[config.mk]
export PLATFORM = sky130hd
export DESIGN_NAME = k_way_merge_min_select
export DESIGN_NICKNAME = d
export VERILOG_FILES = /design/src/sv/kwm_pkg.sv /design/src/sv/kwm_cell.sv /design/src/sv/k_way_merge_min_select.sv
export SDC_FILE = /design/constraint.sdc
export NUM_CORES = 2
export LEC_CHECK = 0
export BUFFER_PORTS_ARGS = -buffer_cell sky130_fd_sc_hd__buf_2
export CAP_MARGIN = 10
export CORE_UTILIZATION = 35
export DETAILED_ROUTE_END_ITERATION = 16
export HOLD_SLACK_MARGIN = 0.03
export SETUP_SLACK_MARGIN = 0.4
export SYNTH_ARGS = -nofsm -noshare
export SYNTH_HDL_FRONTEND = slang
export SYNTH_HIERARCHICAL = 1
export SYNTH_SLANG_ARGS = --single-unit
[constraint.sdc]
create_clock -name clk_i -period 5.4 [get_ports clk_i]
set_input_delay 0.54 -clock clk_i [delete_from_list [all_inputs] [get_ports clk_i]]
set_output_delay 0.54 -clock clk_i [all_outputs]
set_load 0.05 [all_outputs]
[src/sv/kwm_pkg.sv]
// package for the k-way merge min-select block
// field widths, payload structs, cell control struct and controller states
// no dependencies
package kwm_pkg;

  localparam int KEY_W = 31;
  localparam int PAY_W = 32;
  localparam int LANE_W = 4;
  localparam int CFG_W = 5;
  localparam int MAX_PARTITIONS_DEF = 16;

  localparam logic [CFG_W-1:0] CFG_RESET = CFG_W'(16);
  localparam logic [KEY_W-1:0] KEY_EXHAUSTED = {KEY_W{1'b1}};

  typedef struct packed {
    logic [LANE_W-1:0] lane;
    logic [KEY_W-1:0]  rec_key;
    logic [PAY_W-1:0]  rec_payload;
    logic              lane_end;
  } in_t;

  typedef struct packed {
    logic [KEY_W-1:0]  out_key;
    logic [PAY_W-1:0]  out_payload;
    logic [LANE_W-1:0] source_lane;
  } out_t;

  typedef struct packed {
    logic             found;
    logic [KEY_W-1:0] key;
    logic [PAY_W-1:0] payload;
  } best_t;

  typedef struct packed {
    logic clr;
    logic we;
    logic live;
    logic act;
  } cell_ctl_t;

  typedef enum logic [1:0] {
    ST_LOAD,
    ST_SWEEP,
    ST_EMIT,
    ST_DONE
  } state_e;

endpackage

[src/sv/kwm_cell.sv]
// one merge cell: holds the head record of one lane and compares it
// against the running minimum handed on by its left neighbor
// depends on kwm_pkg
module kwm_cell #(
  parameter int IDX   = 0,
  parameter int IDX_W = 4
) (
  input  logic                          clk_i,
  input  logic                          rst_ni,
  input  kwm_pkg::cell_ctl_t            ctl_i,
  input  logic [kwm_pkg::KEY_W-1:0]     wr_key_i,
  input  logic [kwm_pkg::PAY_W-1:0]     wr_payload_i,
  input  logic                          tok_i,
  input  kwm_pkg::best_t                best_i,
  input  logic [IDX_W-1:0]              lane_i,
  output logic                          tok_o,
  output kwm_pkg::best_t                best_o,
  output logic [IDX_W-1:0]              lane_o
);
  import kwm_pkg::*;

  logic             live_q;
  logic [KEY_W-1:0] key_q;
  logic [PAY_W-1:0] pay_q;
  logic             tok_q;
  logic             found_q;
  logic [KEY_W-1:0] bkey_q;
  logic [PAY_W-1:0] bpay_q;
  logic [IDX_W-1:0] lane_q;
  logic             mine;

  assign mine = ctl_i.act && live_q && (!best_i.found || (key_q < best_i.key));

  always_ff @(posedge clk_i or negedge rst_ni) begin
    if (!rst_ni) begin
      live_q  <= 1'b0;
      tok_q   <= 1'b0;
      found_q <= 1'b0;
    end else if (ctl_i.clr) begin
      live_q  <= 1'b0;
      tok_q   <= 1'b0;
      found_q <= 1'b0;
    end else begin
      if (ctl_i.we) begin
        live_q <= ctl_i.live;
      end
      tok_q   <= tok_i;
      found_q <= mine || best_i.found;
    end
  end

  always_ff @(posedge clk_i) begin
    if (ctl_i.we && ctl_i.live) begin
      key_q <= wr_key_i;
      pay_q <= wr_payload_i;
    end
    if (mine) begin
      bkey_q <= key_q;
      bpay_q <= pay_q;
      lane_q <= IDX_W'(IDX);
    end else begin
      bkey_q <= best_i.key;
      bpay_q <= best_i.payload;
      lane_q <= lane_i;
    end
  end

  assign tok_o  = tok_q;
  assign best_o = '{found: found_q, key: bkey_q, payload: bpay_q};
  assign lane_o = lane_q;

endmodule

[src/sv/k_way_merge_min_select.sv]
// k-way merge top level: lane controller and a chain of MAX_PARTITIONS cells
// a load that fills the last lane in use starts a sweep; the minimum token walks
// the chain one cell per cycle and the winner is registered, then emitted; input stalls
// until the emit is taken, and fill-phase items before the last lane need no sweep
// reset and a configuration write clear all heads, the fill count and the waiting lane
// depends on kwm_pkg and kwm_cell
module k_way_merge_min_select #(
  parameter int MAX_PARTITIONS = kwm_pkg::MAX_PARTITIONS_DEF
) (
  input  logic                      clk_i,
  input  logic                      rst_ni,
  input  logic                      in_valid_i,
  output logic                      in_stall_o,
  input  kwm_pkg::in_t              in_data_i,
  output logic                      out_valid_o,
  input  logic                      out_stall_i,
  output kwm_pkg::out_t             out_data_o,
  input  logic                      cfg_valid_i,
  output logic                      cfg_ready_o,
  input  logic [kwm_pkg::CFG_W-1:0] cfg_data_i
);
  import kwm_pkg::*;

  localparam int IDX_W = (MAX_PARTITIONS > 1) ? $clog2(MAX_PARTITIONS) : 1;
  localparam int CNT_W = $clog2(MAX_PARTITIONS + 1);

  state_e           state_q, state_d;
  logic [CFG_W-1:0] cfg_q;
  logic [CNT_W-1:0] fill_q, fill_d, fill_nxt, p_eff;
  logic [IDX_W-1:0] wait_q, wait_d, slot;
  logic             start_q;
  logic             res_found_q;
  logic [KEY_W-1:0] res_key_q;
  logic [PAY_W-1:0] res_pay_q;
  logic [IDX_W-1:0] res_lane_q;
  logic             out_valid_q;
  out_t             out_q;
  logic [31:0]      lane_ext;

  logic cfg_wr, in_acc, load_acc, in_fill, sweep_go, live_in, tok_last, out_free, emit;

  logic [MAX_PARTITIONS:0] tok_w;
  best_t                   best_w [MAX_PARTITIONS+1];
  logic [IDX_W-1:0]        lane_w [MAX_PARTITIONS+1];
  cell_ctl_t               ctl_w  [MAX_PARTITIONS];

  always_comb begin
    priority if (cfg_q == '0) begin
      p_eff = CNT_W'(1);
    end else if (32'(cfg_q) > MAX_PARTITIONS) begin
      p_eff = CNT_W'(MAX_PARTITIONS);
    end else begin
      p_eff = CNT_W'(cfg_q);
    end
  end

  assign cfg_wr   = cfg_valid_i && cfg_ready_o;
  assign in_acc   = in_valid_i && !in_stall_o;
  assign load_acc = in_acc && (state_q == ST_LOAD);
  assign in_fill  = fill_q < p_eff;
  assign fill_nxt = fill_q + CNT_W'(1);
  assign slot     = in_fill ? fill_q[IDX_W-1:0] : wait_q;
  assign sweep_go = load_acc && (!in_fill || (fill_nxt >= p_eff));
  assign live_in  = !(in_data_i.lane_end || (in_data_i.rec_key == KEY_EXHAUSTED));
  assign tok_last = tok_w[MAX_PARTITIONS];
  assign out_free = !out_valid_q || !out_stall_i;
  assign emit     = (state_q == ST_EMIT) && res_found_q && out_free;
  assign lane_ext = 32'(res_lane_q);

  // next state
  always_comb begin
    state_d = state_q;
    unique case (state_q)
      ST_LOAD:  if (sweep_go) state_d = ST_SWEEP;
      ST_SWEEP: if (tok_last) state_d = ST_EMIT;
      ST_EMIT: begin
        if (!res_found_q) begin
          state_d = ST_DONE;
        end else if (out_free) begin
          state_d = ST_LOAD;
        end
      end
      ST_DONE:  state_d = ST_DONE;
      default:  state_d = ST_LOAD;
    endcase
    if (cfg_wr) state_d = ST_LOAD;
  end

  // outputs and counters
  always_comb begin
    in_stall_o  = !((state_q == ST_LOAD) || (state_q == ST_DONE));
    cfg_ready_o = 1'b1;
    out_valid_o = out_valid_q;
    out_data_o  = out_q;
    fill_d      = fill_q;
    wait_d      = wait_q;
    if (load_acc && in_fill) fill_d = fill_nxt;
    if (emit) wait_d = res_lane_q;
    if (cfg_wr) begin
      fill_d = '0;
      wait_d = '0;
    end
  end

  always_ff @(posedge clk_i or negedge rst_ni) begin
    if (!rst_ni) begin
      state_q     <= ST_LOAD;
      cfg_q       <= CFG_RESET;
      fill_q      <= '0;
      wait_q      <= '0;
      start_q     <= 1'b0;
      res_found_q <= 1'b0;
      out_valid_q <= 1'b0;
    end else begin
      state_q <= state_d;
      fill_q  <= fill_d;
      wait_q  <= wait_d;
      start_q <= sweep_go && !cfg_wr;
      if (cfg_wr) begin
        cfg_q       <= cfg_data_i;
        res_found_q <= 1'b0;
        out_valid_q <= 1'b0;
      end else begin
        if (tok_last && (state_q == ST_SWEEP)) res_found_q <= best_w[MAX_PARTITIONS].found;
        if (emit) begin
          out_valid_q <= 1'b1;
        end else if (!out_stall_i) begin
          out_valid_q <= 1'b0;
        end
      end
    end
  end

  always_ff @(posedge clk_i) begin
    if (tok_last && (state_q == ST_SWEEP)) begin
      res_key_q  <= best_w[MAX_PARTITIONS].key;
      res_pay_q  <= best_w[MAX_PARTITIONS].payload;
      res_lane_q <= lane_w[MAX_PARTITIONS];
    end
    if (emit) begin
      out_q <= '{out_key: res_key_q, out_payload: res_pay_q, source_lane: lane_ext[LANE_W-1:0]};
    end
  end

  // cell chain
  assign tok_w[0]  = start_q;
  assign best_w[0] = '0;
  assign lane_w[0] = '0;

  for (genvar g = 0; g < MAX_PARTITIONS; g++) begin : g_cell
    assign ctl_w[g] = '{
      clr:  cfg_wr,
      we:   load_acc && (slot == IDX_W'(g)),
      live: live_in,
      act:  CNT_W'(g) < p_eff
    };

    kwm_cell #(
      .IDX   (g),
      .IDX_W (IDX_W)
    ) u_cell (
      .clk_i        (clk_i),
      .rst_ni       (rst_ni),
      .ctl_i        (ctl_w[g]),
      .wr_key_i     (in_data_i.rec_key),
      .wr_payload_i (in_data_i.rec_payload),
      .tok_i        (tok_w[g]),
      .best_i       (best_w[g]),
      .lane_i       (lane_w[g]),
      .tok_o        (tok_w[g+1]),
      .best_o       (best_w[g+1]),
      .lane_o       (lane_w[g+1])
    );
  end

  a_one_token: assert property (@(posedge clk_i) disable iff (!rst_ni)
    $onehot0(tok_w))
    else $error("more than one minimum token in the chain");

  a_token_in_sweep: assert property (@(posedge clk_i) disable iff (!rst_ni)
    tok_last |-> (state_q == ST_SWEEP))
    else $error("token left the chain outside a sweep");

  a_no_sentinel_out: assert property (@(posedge clk_i) disable iff (!rst_ni)
    out_valid_q |-> (out_q.out_key != KEY_EXHAUSTED))
    else $error("exhausted key emitted");

  a_fill_bound: assert property (@(posedge clk_i) disable iff (!rst_ni)
    fill_q <= p_eff)
    else $error("fill count beyond lanes in use");

  a_sweep_start: assert property (@(posedge clk_i) disable iff (!rst_ni)
    (sweep_go && !cfg_wr) |=> (state_q == ST_SWEEP) && start_q)
    else $error("sweep did not start after last load");

endmodule
== After elaboration in Yosys (flattened, before gate mapping) ==
Index checks and enable logic that the tools add are counted.
Storage, ports and cells
  bits in registers: 2266
  latch bits: 0
  bits in writable memories: 0
  memory bits (read-only): 0
  input port bits: 78
  output and inout bits: 70
  word-level logic and storage cells: 460
  memories kept: 0
Cells by class
  add/subtract/negate cells: 1
  multipliers: 0
  divide/modulo/power cells: 0
  magnitude comparators: 34
  equality and inequality tests: 23
  shift operators: 0
  muxes and demuxes: 113
  bitwise logic cells: 0
  reductions and logical operators: 149
Operators with widths (number)
  32-bit two-way mux: 15
  31-bit < comparator: 15
  31-bit two-way mux: 15
  1-bit logical AND: 71
  1-bit two-way mux: 70
  4-bit by 5-bit < comparator with 1-bit output, first input constant: 8
  2-bit nonzero test: 19
  1-bit logical OR: 34
  4-bit == test, second input constant: 8
  31-bit == test, second input constant: 1
  1-bit zero test: 21
  3-bit by 5-bit < comparator with 1-bit output, first input constant: 4
  5-bit two-way mux: 4
  4-bit by 3-bit == test with 1-bit output, second input constant: 4
  4-bit two-way mux: 3
  1-bit by 5-bit < comparator with 1-bit output, first input constant: 2
  2-bit by 5-bit < comparator with 1-bit output, first input constant: 2
  2-bit two-way mux: 5
  4-bit by 2-bit == test with 1-bit output, second input constant: 2
  2-bit case mux with 4 select lines: 1
  5-bit by 1-bit adder with 5-bit output, second input constant: 1
  5-bit >= comparator: 1
  5-bit greater-than comparator, second input constant: 1
  5-bit zero test: 1
  11 further kinds: 12

== Longest topological paths before layout ==
  depth in word-level cells: 10
  mapped depth: 14
  depth with buffers taken out: 12

== Cells and area by module ==
The synthesis kept the hierarchy.
Modules (own cells, without submodules)
  kwm_cell: times used 16, cells each 324, area each 5007.3 sq um, sequential area each 3308.2 sq um
  k_way_merge_min_select: times used 1, cells each 343, area each 5689.2 sq um, sequential area each 4500.6 sq um

== Least setup slack after synthesis ==
OpenSTA, ideal clock, no wires.
  path type: reg2reg
  from: reg cfg_q[4]
  to: reg g_cell[13].u_cell.key_q[0] (enable)
  data arrival time: 3540 ps
  data required time: 4971 ps
  slack: 1432 ps
  stages on the path, launching flop included: 11
  path buffers: 1
  period minus slack after synthesis: 3968 ps
  cell sequence: dfstp_2 > inv_1 > clkbuf_1 > nand2_1 > ha_1 > nor2b_4 > o2111a_1 > nor4_1 > o21ai_0 > nor2_1 > and2_1
RTL lines
  start, declared: RTL line k_way_merge_min_select.sv:28  | logic [CFG_W-1:0] cfg_q;
  start signal, assigned: RTL line k_way_merge_min_select.sv:120  | cfg_q <= cfg_data_i;
  end signal, assigned: RTL line kwm_cell.sv:54  | key_q <= wr_key_i;
  end, declared: RTL line kwm_cell.sv:23  | logic [KEY_W-1:0] key_q;

==> impl_metrics.tcl <==
set metrics [dict create \
    critPathKind "flop to flop" \
    whs_ps 114.3 \
    whs_path_depth 1 \
    path_clk_slew_ps 60 \
    n_fill_cell 21949 \
    num_io_pins 148 \
    overflow 0 \
    coreArea_um2 243500 \
    arrival_ps 4680 \
    holdPathEnd "g_cell[13].u_cell/pay_q[7]" \
    synth.top_cells.by_count "edfxtp_1 (1,142), dfxtp_1 (1,072), mux2_2 (595)" \
    cp_slowest_cell "and2_4" \
    cp_cell_sequence "inv_1 > nand2_1 > ha_1 > nor2b_4 > o2111ai_2 > a211oi_1 > o21ai_0 > nor2_1 > and2_4 > buf_4" \
    cts.htree.levels 4 \
    syn_area_um2 85810 \
    cts_buffers 221 \
    yosysTopAreaCell "edfxtp_1" \
    synth_top_area_share_pct 39.97 \
    die_h_um 497.1 \
    ant_nets 0 \
    vias 41191 \
    cts_tree "built" \
    post-route-period-util_pct 76.94 \
    synth_edf_count 1142 \
    yosys.area_share.adder_pct 7.218 \
    end_kind "flop" \
    relSlewSlack_pct 20.24 \
    synthMuxAreaShare_pct 15.15 \
    cts_resized 0 \
    start_kind "flop" \
    viasPerCell 4.415 \
    tightestPinTransition_ps 1196 \
    first_iter_violations 1502 \
    multi_input_area_um2 25900 \
    final-setup-viol-count 0 \
    grt_usage_pct 12.25 \
    design.die.area_um2 247100 \
    power_mw 41.49 \
    clk_path_buf_depth 3 \
    rsz0062_at_grt "false" \
    p_leak_nw 38.41 \
    area_delta_synth_final_pct 14.45 \
    drc 0 \
    gp_congestion 0.7795 \
    first_global_vias 43517 \
    antenna_found_initial 16 \
    yosys_register_bits 2281 \
    r2r_cells 10 \
    r2r_slack_ps 1250 \
    start_util_pct 35.25 \
    synth_area_leaders "edfxtp_1 (40%), dfxtp_1 (25%), mux2_2 (7.8%)" \
    p_per_area_nw_per_um2 422.5 \
    synthCells 5527 \
    critPathMaxFanout 50 \
    fin_nets 6501 \
    grt_max_degree 74 \
    synth_top_family_by_area "multiplexers" \
    synth_compound_area_share_pct 3.673 \
    worstHoldStart "in_data_i[8]" \
    drive_gt1_share_pct 26.56 \
    async_flop_share_pct 2.937 \
    r2r_end "g_cell[0].u_cell/key_q[10]" \
    slowest_delay_ps 790 \
    synth_cell_types 61 \
    timing.fmax_mhz 240.7 \
    clock_latency_ps 850 \
    crit_required_ps 5930 \
    final.setup_skew_ps 41.88 \
    status "finished clean" \
    fin_crit_ps 4155 \
    ys.flop_type "edfxtp_1" \
    synthSimpleGateAreaFrac_pct 3.421 \
    dp_hpwl_mm 107.0 \
    numPortBuffers 142 \
    ff_latch_area_um2 57430 \
    die_w_um 497.1 \
    synth_xor_area_share_pct 0.05104 \
    cts_root_buffer "clkbuf_16" \
    ys_seq_area_share_pct 66.93 \
    avgSynthCellArea_um2 15.52 \
    rows 181 \
    r2r_start "cfg_q[4]" \
    wl_per_cell_um 16.32 \
    peakVddDrop_mv 0.2831 \
    synth.most_common_cell "edfxtp_1" \
    hold_viol_final 0 \
    grt_pass1_wl_mm 240.0 \
    hp-class "input port to flop" \
    numClockSinks 2281 \
    yosys_warnings 6 \
    fin_setup_tns_ps 0 \
    cap_violations 0 \
    slew_viol_final 0 \
    routed_wl_mm 152.2 \
    dr.pass1.iters 5 \
]
[critical path: cells and delay by family, from the launching register on]
| kind | cells | cell delay, ps |
|---|---|---|
| buffers and inverters | 2 | 590 |
| adder cells (fa/ha/maj) | 1 | 300 |
| AND/OR/NAND/NOR | 4 | 1450 |
| AO/OA/AOI/OAI | 3 | 950 |
| flip-flops | 1 | 410 |
[state kept, by name (all words and copies together) (netlist names), 2 cells and up]
signal,flops
g_cell.u_cell/found_q,16
g_cell.u_cell/tok_o,16
g_cell.u_cell/bpay_q,512
g_cell.u_cell/lane_o,64
out_data_o,67
g_cell.u_cell/live_q,16
cfg_q,5
g_cell.u_cell/bkey_q,496
g_cell.u_cell/key_q,496
fill_q,5
res_key_q,31
res_pay_q,32
res_lane_q,4
g_cell.u_cell/pay_q,512
wait_q,4
state_q,2
[worst max path at each step]
| stage | start | endpoint | slack [ps] | cells after the start |
|---|---|---|---|---|
| after floorplan | cfg_q[4] | g_cell[13].u_cell/key_q[0] | 1430 | 10 |
| after global placement | cfg_q[4] | g_cell[2].u_cell/key_q[0] | 1440 | 11 |
| after detailed placement | cfg_q[4] | g_cell[0].u_cell/key_q[9] | 1320 | 10 |
| after CTS | cfg_q[4] | g_cell[0].u_cell/key_q[9] | 1300 | 10 |
| after global routing | cfg_q[4] | g_cell[0].u_cell/key_q[10] | 950 | 10 |
| final | cfg_q[4] | g_cell[0].u_cell/key_q[10] | 1250 | 10 |
[cells by family after synthesis]
| kind of cell | count (synthesis) |
|---|---|
| and+or+nand+nor | 573 |
| xor gates and xnor gates | 5 |
| adders and majority gates | 495 |
| muxes | 1016 |
| buffers and inverters | 647 |
| AOI/OAI and AO/OA | 508 |
| DFF | 2281 |
| other | 2 |
[where the power goes]
part	internal [mW]	switching [mW]
sequential	20.3	0.798
combinational	2.76	2.21
clock	8.93	6.46
total	32.0	9.47
[timing repair]
item | 4_1_cts | 5_1_grt
hold buffers | 9 | 0
endpoints found under the hold margin | 81 | 0
setup endpoints to repair | 0 | 0
buffers inserted | 0 | 0
[cell type report]
type / count / area share, %
Timing Repair Buffer: 217 / 1.511
Tap cell: 3202 / 4.079
Multi-Input combinational cell: 2700 / 26.37
Clock buffer: 311 / 6.391
Antenna cell: 3 / 0.007644
Sequential cell: 2281 / 58.48
Clock inverter: 109 / 1.224
Inverter: 507 / 1.938
[metrics by stage]
| step | util [%] | cells | worst slack [ps] | cell area [µm²] |
|---|---|---|---|---|
| final | 40.34 | 9330 | 1245 | 98210 |
| after CTS | 40.34 | 9327 | 1297 | 98200 |
| after global routing | 40.34 | 9329 | 949.3 | 98210 |
| after detailed placement | 37.23 | 8898 | 1317 | 90630 |
| after floorplan | - | 5628 | 1432 | 86190 |
| after global placement | 37.23 | 8897 | 1444 | 90630 |
[metal layers]
metal  vias to the layer above  global-route usage, %  routed length (µm)
met5                         -                      0                  13
met3                       305                  1.925                4616
met2                       555                  19.95               68910
met4                         2                  4.498                4477
met1                     19747                  16.41               74220
li1                      20582                      -                   -
[cell usage in the layout (no fill, tap or decap), types with 15 or more instances in the layout]
| master | netlist | final |
|---|---|---|
| conb_1 | 2 | 103 |
| edfxtp_1 | 1142 | 1142 |
| nor4_2 | 16 | 16 |
| ha_1 | 495 | 495 |
| o21ai_1 | 32 | 32 |
| mux2_4 | 416 | 416 |
| a21o_1 | 18 | 18 |
| or2_1 | 32 | 32 |
| buf_12 | 0 | 15 |
| nand2_1 | 163 | 163 |
| a31oi_1 | 19 | 19 |
| nor2_1 | 128 | 128 |
| o21ai_0 | 47 | 47 |
| a21boi_0 | 16 | 16 |
| nor2b_1 | 65 | 65 |
| o21bai_1 | 16 | 16 |
| mux2_2 | 595 | 595 |
| a21oi_1 | 251 | 251 |
| dfrtp_1 | 66 | 66 |
| buf_4 | 18 | 51 |
| clkbuf_1 | 8 | 56 |
| clkinv_2 | 0 | 42 |
| clkbuf_8 | 1 | 28 |
| buf_2 | 48 | 142 |
| clkbuf_16 | 0 | 227 |
| o41ai_1 | 16 | 16 |
| inv_1 | 507 | 507 |
| nand4_1 | 88 | 88 |
| nand3_1 | 38 | 38 |
| a31oi_4 | 0 | 16 |
| bufinv_16 | 0 | 16 |
| and2_4 | 1 | 18 |
| dfxtp_1 | 1072 | 1072 |
| a2111oi_0 | 16 | 16 |
| a2bb2oi_1 | 16 | 16 |
| o21a_1 | 16 | 16 |
| a221oi_1 | 16 | 16 |
Note: power is estimated with default switching activity, not from simulation.
